[config.mk]
export PLATFORM = sky130hd
export DESIGN_NAME = tuf_seq
export DESIGN_NICKNAME = d
export VERILOG_FILES = /design/src/assert_macros.svh /design/src/tuf_pkg.sv /design/src/tuf_seq.sv
export SDC_FILE = /design/constraint.sdc
export NUM_CORES = 1
export LEC_CHECK = 0
export ABC_AREA = 1
export ABC_CLOCK_PERIOD_IN_PS = 9400
export BUFFER_PORTS_ARGS = -buffer_cell sky130_fd_sc_hd__buf_2
export CAP_MARGIN = 5
export CORE_MARGIN = 1
export CORE_UTILIZATION = 45
export DETAILED_ROUTE_END_ITERATION = 10
export PLACE_DENSITY = 0.72
export SYNTH_ARGS = -nofsm -noshare
export SYNTH_HDL_FRONTEND = slang
export SYNTH_SLANG_ARGS = --single-unit
export TNS_END_PERCENT = 30
[constraint.sdc]
create_clock -name clock -period 9.4 [get_ports clock]
set_input_delay 1.41 -clock clock [delete_from_list [all_inputs] [get_ports clock]]
set_output_delay 1.41 -clock clock [all_outputs]
set_load 0.02 [all_outputs]
[src/assert_macros.svh]
// assertion macros for the top-level rtl file, which checks its own logic
// no dependencies; pulled in by `include where assertions are written
`ifndef ASSERT_MACROS_SVH
`define ASSERT_MACROS_SVH

// same-cycle implication, disabled during reset
`define TUF_ASSERT_SAME(label, clk, rst, ante, cons) \
   label: assert property (@(posedge clk) disable iff (rst) (ante) |-> (cons)) \
      else $error("tuf assertion failed");

// next-cycle implication, disabled during reset
`define TUF_ASSERT_NEXT(label, clk, rst, ante, cons) \
   label: assert property (@(posedge clk) disable iff (rst) (ante) |=> (cons)) \
      else $error("tuf assertion failed");

`endif

[src/tuf_pkg.sv]
// shared types and constants of the timestamped union-find unit
// no dependencies; used by every module of the block
`timescale 1ns / 1ps

package tuf_pkg;

   localparam int NODES   = 4096;
   localparam int IDX_W   = 12;
   localparam int TIME_W  = 12;
   localparam int SIZE_W  = 13;
   localparam int ADDR_W  = $clog2(NODES);

   localparam logic [TIME_W-1:0] TIME_MAX  = '1;
   localparam logic [IDX_W:0]    NODES_LIM = (IDX_W+1)'(NODES);

   localparam logic MODE_MERGE = 1'b0;
   localparam logic MODE_QUERY = 1'b1;

   typedef struct packed {
      logic             mode;
      logic [IDX_W-1:0] node_a;
      logic [IDX_W-1:0] node_b;
   } tuf_req_type;

   typedef struct packed {
      logic              found;
      logic [TIME_W-1:0] earliest_time;
   } tuf_rsp_type;

   // one node: parent link, merge stamp (zero at a root), size of the set it roots
   typedef struct packed {
      logic [ADDR_W-1:0] parent;
      logic [TIME_W-1:0] stamp;
      logic [SIZE_W-1:0] set_size;
   } tuf_entry_type;

   typedef struct packed {
      logic              rd_en;
      logic [ADDR_W-1:0] rd_addr;
      logic              wr_en;
      logic [ADDR_W-1:0] wr_addr;
      tuf_entry_type     wr_data;
   } tuf_ram_req_type;

   typedef struct packed {
      logic clearing;
      logic busy;
   } tuf_status_type;

endpackage

[src/tuf_seq.sv]
// sequencer of the union-find unit: clearing pass, root walks, merge writes,
// binary search over merge times and the result register; depends on tuf_pkg
`timescale 1ns / 1ps

module tuf_seq (
   input  logic                     clock,
   input  logic                     reset,
   input  logic                     req_valid,
   output logic                     req_stall,
   input  tuf_pkg::tuf_req_type     req_data,
   output logic                     rsp_valid,
   input  logic                     rsp_stall,
   output tuf_pkg::tuf_rsp_type     rsp_data,
   output tuf_pkg::tuf_ram_req_type ram_req,
   input  tuf_pkg::tuf_entry_type   rd_data,
   output tuf_pkg::tuf_status_type  status
);

   localparam logic [3:0] S_CLEAR    = 4'd0;
   localparam logic [3:0] S_IDLE     = 4'd1;
   localparam logic [3:0] S_DISPATCH = 4'd2;
   localparam logic [3:0] S_WSTART   = 4'd3;
   localparam logic [3:0] S_WCHK     = 4'd4;
   localparam logic [3:0] S_AFTER    = 4'd5;
   localparam logic [3:0] S_LINK     = 4'd6;
   localparam logic [3:0] S_SIZE     = 4'd7;
   localparam logic [3:0] S_PROBE    = 4'd8;
   localparam logic [3:0] S_RESP     = 4'd9;

   localparam int AW = tuf_pkg::ADDR_W;
   localparam int TW = tuf_pkg::TIME_W;
   localparam int SW = tuf_pkg::SIZE_W;
   localparam logic [AW-1:0] LAST_NODE = AW'(tuf_pkg::NODES - 1);

   logic [3:0]          state_ff, state_in;
   logic [AW-1:0]       clr_idx_ff, clr_idx_in;
   tuf_pkg::tuf_req_type item_ff, item_in;
   logic                sel_ff, sel_in;
   logic [AW-1:0]       cur_ff, cur_in;
   logic [TW-1:0]       probe_ff, probe_in;
   logic [AW-1:0]       root_a_ff, root_a_in, root_b_ff, root_b_in;
   logic [SW-1:0]       size_a_ff, size_a_in, size_b_ff, size_b_in;
   logic [TW:0]         lo_ff, lo_in, hi_ff, hi_in;
   logic [TW-1:0]       mc_ff, mc_in;
   logic                a_big_ff, a_big_in;
   tuf_pkg::tuf_rsp_type res_ff, res_in;
   logic                rsp_valid_ff, rsp_valid_in;
   tuf_pkg::tuf_rsp_type rsp_data_ff, rsp_data_in;

   logic          in_range;
   logic          follow;
   logic [TW+1:0] lo_hi_sum;
   logic [TW:0]   mc_next;

   // shared compare: a link is taken when stamped and not later than the probe time
   assign follow    = (rd_data.stamp != '0) && (rd_data.stamp <= probe_ff);
   assign in_range  = ({1'b0, item_ff.node_a} < tuf_pkg::NODES_LIM) &&
                      ({1'b0, item_ff.node_b} < tuf_pkg::NODES_LIM);
   assign lo_hi_sum = {1'b0, lo_ff} + {1'b0, hi_ff};
   assign mc_next   = {1'b0, mc_ff} + (TW+1)'(1);

   always_comb begin
      state_in     = state_ff;
      clr_idx_in   = clr_idx_ff;
      item_in      = item_ff;
      sel_in       = sel_ff;
      cur_in       = cur_ff;
      probe_in     = probe_ff;
      root_a_in    = root_a_ff;
      root_b_in    = root_b_ff;
      size_a_in    = size_a_ff;
      size_b_in    = size_b_ff;
      lo_in        = lo_ff;
      hi_in        = hi_ff;
      mc_in        = mc_ff;
      a_big_in     = a_big_ff;
      res_in       = res_ff;
      rsp_data_in  = rsp_data_ff;
      rsp_valid_in = rsp_valid_ff & rsp_stall;
      ram_req      = '0;

      case (state_ff)
         S_CLEAR: begin
            ram_req.wr_en                = 1'b1;
            ram_req.wr_addr              = clr_idx_ff;
            ram_req.wr_data.parent       = clr_idx_ff;
            ram_req.wr_data.stamp        = '0;
            ram_req.wr_data.set_size     = SW'(1);
            clr_idx_in                   = clr_idx_ff + AW'(1);
            if (clr_idx_ff == LAST_NODE) begin
               state_in = S_IDLE;
            end
         end
         S_IDLE: begin
            if (req_valid) begin
               item_in  = req_data;
               state_in = S_DISPATCH;
            end
         end
         S_DISPATCH: begin
            if (item_ff.mode == tuf_pkg::MODE_MERGE) begin
               if (!in_range || mc_ff == tuf_pkg::TIME_MAX) begin
                  state_in = S_IDLE;
               end else begin
                  probe_in = tuf_pkg::TIME_MAX;
                  sel_in   = 1'b0;
                  state_in = S_WSTART;
               end
            end else if (!in_range) begin
               res_in   = '0;
               state_in = S_RESP;
            end else begin
               lo_in    = '0;
               hi_in    = mc_next;
               state_in = S_PROBE;
            end
         end
         S_PROBE: begin
            if (lo_ff < hi_ff) begin
               probe_in = lo_hi_sum[TW:1];
               sel_in   = 1'b0;
               state_in = S_WSTART;
            end else begin
               res_in.found         = (lo_ff != mc_next);
               res_in.earliest_time = (lo_ff != mc_next) ? lo_ff[TW-1:0] : '0;
               state_in             = S_RESP;
            end
         end
         S_WSTART: begin
            ram_req.rd_en   = 1'b1;
            ram_req.rd_addr = sel_ff ? item_ff.node_b[AW-1:0] : item_ff.node_a[AW-1:0];
            cur_in          = ram_req.rd_addr;
            state_in        = S_WCHK;
         end
         S_WCHK: begin
            // one link per cycle: the parent read is issued straight from the returned entry
            if (follow) begin
               ram_req.rd_en   = 1'b1;
               ram_req.rd_addr = rd_data.parent;
               cur_in          = rd_data.parent;
            end else if (!sel_ff) begin
               root_a_in = cur_ff;
               size_a_in = rd_data.set_size;
               sel_in    = 1'b1;
               state_in  = S_WSTART;
            end else begin
               root_b_in = cur_ff;
               size_b_in = rd_data.set_size;
               state_in  = S_AFTER;
            end
         end
         S_AFTER: begin
            if (item_ff.mode == tuf_pkg::MODE_MERGE) begin
               if (root_a_ff == root_b_ff) begin
                  state_in = S_IDLE;
               end else begin
                  mc_in    = mc_next[TW-1:0];
                  a_big_in = (size_a_ff > size_b_ff);
                  state_in = S_LINK;
               end
            end else begin
               if (root_a_ff == root_b_ff) begin
                  hi_in = {1'b0, probe_ff};
               end else begin
                  lo_in = {1'b0, probe_ff} + (TW+1)'(1);
               end
               state_in = S_PROBE;
            end
         end
         S_LINK: begin
            // smaller root goes under the larger, ties put a's root under b's
            ram_req.wr_en            = 1'b1;
            ram_req.wr_addr          = a_big_ff ? root_b_ff : root_a_ff;
            ram_req.wr_data.parent   = a_big_ff ? root_a_ff : root_b_ff;
            ram_req.wr_data.stamp    = mc_ff;
            ram_req.wr_data.set_size = a_big_ff ? size_b_ff : size_a_ff;
            state_in                 = S_SIZE;
         end
         S_SIZE: begin
            ram_req.wr_en            = 1'b1;
            ram_req.wr_addr          = a_big_ff ? root_a_ff : root_b_ff;
            ram_req.wr_data.parent   = a_big_ff ? root_a_ff : root_b_ff;
            ram_req.wr_data.stamp    = '0;
            ram_req.wr_data.set_size = size_a_ff + size_b_ff;
            state_in                 = S_IDLE;
         end
         S_RESP: begin
            if (!rsp_valid_ff || !rsp_stall) begin
               rsp_valid_in = 1'b1;
               rsp_data_in  = res_ff;
               state_in     = S_IDLE;
            end
         end
         default: begin
            state_in = S_IDLE;
         end
      endcase
   end

   always_ff @(posedge clock) begin
      if (reset) begin
         state_ff     <= S_CLEAR;
         clr_idx_ff   <= '0;
         mc_ff        <= '0;
         rsp_valid_ff <= 1'b0;
      end else begin
         state_ff     <= state_in;
         clr_idx_ff   <= clr_idx_in;
         mc_ff        <= mc_in;
         rsp_valid_ff <= rsp_valid_in;
      end
   end

   always_ff @(posedge clock) begin
      item_ff     <= item_in;
      sel_ff      <= sel_in;
      cur_ff      <= cur_in;
      probe_ff    <= probe_in;
      root_a_ff   <= root_a_in;
      root_b_ff   <= root_b_in;
      size_a_ff   <= size_a_in;
      size_b_ff   <= size_b_in;
      lo_ff       <= lo_in;
      hi_ff       <= hi_in;
      a_big_ff    <= a_big_in;
      res_ff      <= res_in;
      rsp_data_ff <= rsp_data_in;
   end

   assign req_stall       = (state_ff != S_IDLE);
   assign rsp_valid       = rsp_valid_ff;
   assign rsp_data        = rsp_data_ff;
   assign status.clearing = (state_ff == S_CLEAR);
   assign status.busy     = (state_ff != S_IDLE);

endmodule

Word level (Yosys, flattened, before mapping):

Cells that the tools add are included.

* register bits: 182
* input port bits: 66
* output and inout bits: 80
* logic and storage cells: 122

* add/sub/neg operators: 5
* $lt $le $gt $ge: 3
* equal/unequal tests: 26
* muxes and demuxes: 39
* bitwise logic cells: 6
* reduce and logical (&&, ||, !) cells: 22

Operators with widths (count)
* $pmux W50 S3: 1
* $mux W13: 8
* $mux W12: 7
* $pmux W13 S2: 3
* $pmux W12 S2: 2
* $pmux W4 S9: 1
* $mux W4: 7
* $add A12 B1 Y13 const B: 2
* $add A13 B13 Y13: 2
* $eq A12 B12 Y1 const B: 2
* $ne A2 B2 Y1 const B: 11
* $eq A4 B3 Y1 const B: 4
* $reduce_and A4 Y1: 4
* $gt A13 B13 Y1: 1
* $lt A13 B13 Y1: 1
* $ne A13 B13 Y1: 1
* $add A12 B1 Y12 const B: 1
* $eq A12 B12 Y1: 1
* $le A12 B12 Y1: 1
* $reduce_bool A12 Y1: 1
* $reduce_and A3 Y1: 3
* $eq A4 B2 Y1 const B: 2
* $eq A4 B4 Y1 const B: 2
* $reduce_and A2 Y1: 4
* other kinds (16): 29

Logic depth before layout (Yosys ltp):

* word-level depth: 4
* mapped depth: 15

Worst setup path before layout:

Ideal clock, no wire load.

* path type: input -> register
* start: input port rd_data[24] in the netlist's numbering
* end: register root_b_ff[0], enable pin
* arrival time: 4.043 ns
* setup slack: 4.919 ns
* stages on the path: 10
* path buffers: 0
* cells stage by stage: ha_1 > nand2_1 > nor2_1 > and2_1 > nand2_1 > nand3_1 > nand2_1 > nand2_1 > inv_1 > nor3_1

* word-level cells in the longest chain between the ends: 4
* elaborated cells on any way between the ends: 5
* classes of those cells: order compare (1); bitwise (1); reduce/logical (3)

Ends and longest elaborated chain
* start, declared: line tuf_seq.sv:15 `input tuf_pkg::tuf_entry_type rd_data,`
* $le A12 B12 Y1 / $reduce_bool A12 Y1 (equally long branches): line tuf_seq.sv:56 `assign follow = (rd_data.stamp != '0) && (rd_data.stamp <= probe_ff);`
* $logic_and A1 B1 Y1 *: line tuf_seq.sv:56
* $not A1 Y1 (no line) *
* $reduce_and A3 Y1 (no line) *
* end signal, assigned: line tuf_seq.sv:220 `root_b_ff <= root_b_in;`
* end, declared: line tuf_seq.sv:41 `logic [AW-1:0] root_a_ff, root_a_in, root_b_ff, root_b_in;`

Mark *: on every way between the ends. The rest lies on a longest branch, timed or not.
A chain may end at the register's enable or synchronous reset.

==> metrics <==
status finished clean; DR WL/cell 15.46 um; FFs w/ async S/R, synth 0; clock sink count 182; Crit Path Class flip-flop to output pin; CTS Buffer Depth 2; drc violations 0; register bit total from synthesis 182; Total Wirelength 26180 um; Vias/cell between 5 and 6; MaxCap Viol Count 0; Core ar. 22780 sq um; Ys Warns 0; Clock Skew ~0.012 ns; Period minus WS final between 5 and 6 ns; crit path max fanout 27; post-synthesis adder-cell area fraction 0.07854; sequential share of the synthesized area 0.4907; postcts setup bufs 0; clk slew on worst S/H paths 0.08 ns; post-cts sizing count 0; CP peak stage delay between 1 and 1.5 ns; Final Slew Violations 0; ANT cells 0; post-synthesis xor/xnor area fraction 0.01210; Die W 155.1 um; # rows 55; # port buffers about 150; min-delay src res_ff[4]$_SDFFCE_PN0P_; final setup fails 0; placed wire-length estimate 19490 um; slowest stage cell, crit path clkinv_1; I/O pin count around 150; Crit path required time approximately 8 ns; drt first pass iters 7; final net count approximately 1.5k; Leak 5.242 nW; Cells after Synth 1227; All-Layer GR Usage 0.2226; Worst Path Arrival 3.96 ns; non-filler instance count after layout about 1.7k; crit-path cells inv_1 > nand2_1 > nor3_2 > clkinv_1 > a21oi_1 > o21ai_0 > o221ai_1 > buf_2; largest area contributor in the netlist edfxtp_1; Iter 0 DRT Violations 673; global route overflow 0; max frequency 186.4 MHz; die area 24050 sq um; cell area after layout approximately 12000 sq um; Post-Synthesis Cell Area 10550 sq um; TritonCTS buffer count 17; Reg-to-Reg Start state_ff[3]$_SDFFE_PP0P_; mux cell area share after synthesis 0.009491; dpl cell area 11590 sq um; hold_buf cts 0; largest family of logic cells by synthesized area simple AND/OR/NAND/NOR gates; largest net degree at the start of global routing 39; final worst-path cycle share 0.5709; Starting Density 0.4630; syn nets 1358; first-pass GRT wire length 41510 um; Placed Cells incl. Taps 1661; crit path capture type output pin; final-report hold violation count 0; compound-gate portion of the synthesized area 0.1300; Synth cell types 46; Post-synth EDFFs 153; Synth area leaders edfxtp_1, nand2_1, ha_1; RSZ-0062 raised after global routing no; CTS H-tree depth 4; Synth Area in Simple Gates 0.2026; DR vias approximately 8.8k; hold crit path type flip-flop to flip-flop; origin of the worst setup path state_ff[3]$_SDFFE_PP0P_; number of global-route vias before repair 8342; Worst Max-Slew Pin Slew 1.189 ns; PwrDens 144.3 nW/um^2; Mean Syn Cell Area 8.595 sq um; clock latency on the worst-skew pair around 0.45 ns; Peak supply drop 0.0001464 V; nature of the critical path startpoint flip-flop; Area Growth Syn to Fin 15.98%; Final Power 1.765 mW; Die Y 155.1 um; CTS tree built; gpl congestion about 0.92; Root Driver clkbuf_16; WHS 0.4236 ns; top-area cell type share of the netlist area 0.4356; Routed Antenna Nets 0; layout cell share with drive strength beyond 1 0.1543; initial antenna violation count 0; Rel. slew slack 0.2064; setup TNS 0 ns; Post-synth top flop edfxtp_1
==> flip-flops by register name, summed over array words and instances, names as in the netlist, 13 cells and up <==
name and cells:
lo_ff 13, item_ff 25, res_ff 13, hi_ff 13, rsp_data 13, size_b_ff 13, size_a_ff 13
==> cells in the final DEF (no fill, tap or decap), types with 5 or more instances in the layout <==
| cell | Yosys | final |
|---|---|---|
| buf_2 | 3 | 145 |
| ha_1 | 63 | 63 |
| nor2_2 | 5 | 7 |
| o211ai_1 | 14 | 14 |
| dfxtp_1 | 29 | 29 |
| o22ai_1 | 11 | 11 |
| buf_4 | 1 | 7 |
| nand3_1 | 53 | 53 |
| a21oi_1 | 76 | 76 |
| xnor2_1 | 6 | 6 |
| clkinv_8 | 0 | 6 |
| xor2_1 | 6 | 6 |
| nand2_1 | 286 | 286 |
| nor3_1 | 13 | 12 |
| clkbuf_16 | 0 | 17 |
| or2_2 | 5 | 5 |
| o21ai_0 | 117 | 117 |
| nor2_1 | 95 | 93 |
| nor2_4 | 5 | 5 |
| o221ai_1 | 12 | 12 |
| mux2i_1 | 10 | 10 |
| inv_2 | 5 | 5 |
| nand4_1 | 18 | 18 |
| edfxtp_1 | 153 | 153 |
| inv_1 | 174 | 174 |
==> critical path, delay by kind of cell (launching register included) <==
| family | cells | cell delay, ns |
|---|---|---|
| AO/OA/AOI/OAI | 3 | 0.65 |
| flip-flops | 1 | 0.32 |
| buffers and inverters | 3 | 1.46 |
| AND/OR/NAND/NOR | 2 | 1.09 |
==> routing by layer <==
| layer | part of all wire | GRT usage | vias up |
|---|---|---|---|
| li1 | - | - | 4425 |
| met1 | 0.46 | 0.3003 | 4079 |
| met2 | 0.46 | 0.3614 | 294 |
| met3 | 0.059 | 0.03677 | 50 |
| met4 | 0.024 | 0.08062 | 0 |
| met5 | 0 | 0 | - |
==> layout make-up <==
type,instances,area (sq um)
clock buffers,17,425.4
clock inverters,15,211.5
inverters,180,675.6
fillers,2095,10550
repair buffers,152,778.2
well taps,313,391.6
flip-flops and latches,182,5175
multi-input cells,834,4574
==> final timing paths <==
check,end,slack [ns],depth (start not counted)
max reg2reg,state_ff[2]$_SDFFE_PP0P_,6.12,7
min,rsp_data[4]$_DFFE_PP_,0.42,0
min reg2reg,rsp_data[4]$_DFFE_PP_,0.42,0
max,ram_req[45],4.03,8
==> Yosys cell counts (2+ instances only) <==
| library cell | instances |
|---|---|
| a21boi_0 | 3 |
| a21oi_1 | 76 |
| a31oi_1 | 2 |
| a32o_1 | 3 |
| and2_1 | 2 |
| buf_2 | 3 |
| clkbuf_1 | 25 |
| dfxtp_1 | 29 |
| edfxtp_1 | 153 |
| fa_1 | 2 |
| ha_1 | 63 |
| inv_1 | 174 |
| inv_2 | 5 |
| mux2i_1 | 10 |
| nand2_1 | 286 |
| nand2_2 | 3 |
| nand3_1 | 53 |
| nand3b_1 | 3 |
| nand4_1 | 18 |
| nor2_1 | 95 |
| nor2_2 | 5 |
| nor2_4 | 5 |
| nor3_1 | 13 |
| nor3_2 | 3 |
| nor3b_1 | 2 |
| nor4_1 | 4 |
| o211ai_1 | 14 |
| o21ai_0 | 117 |
| o21bai_1 | 4 |
| o221ai_1 | 12 |
| o22ai_1 | 11 |
| or2_2 | 5 |
| xnor2_1 | 6 |
| xor2_1 | 6 |
==> per-stage QoR <==
step | util | worst slack, ns
global placement | 0.5090 | 4.723
floorplan | - | 4.919
global route | 0.5370 | 3.808
CTS | 0.5370 | 4.076
detailed placement | 0.5090 | 4.585
finish | 0.5370 | 4.034
==> power by group <==
part	internal, mW	total [mW]	switching, mW
Combinational	0.0394	0.122	0.0826
Sequential	0.882	0.891	0.00867
Clock	0.371	0.752	0.382
==> cell families (layout without fill, tap and decap cells) <==
logic type | count (synthesis) | count (layout)
buffers and inverters | 211 | 364
muxes | 10 | 10
and+or+nand+nor | 500 | 500
adders and majority gates | 65 | 65
xor gates and xnor gates | 13 | 13
DFF | 182 | 182
AOI/OAI and AO/OA | 246 | 246
Note: power is estimated with default switching activity, not from simulation.
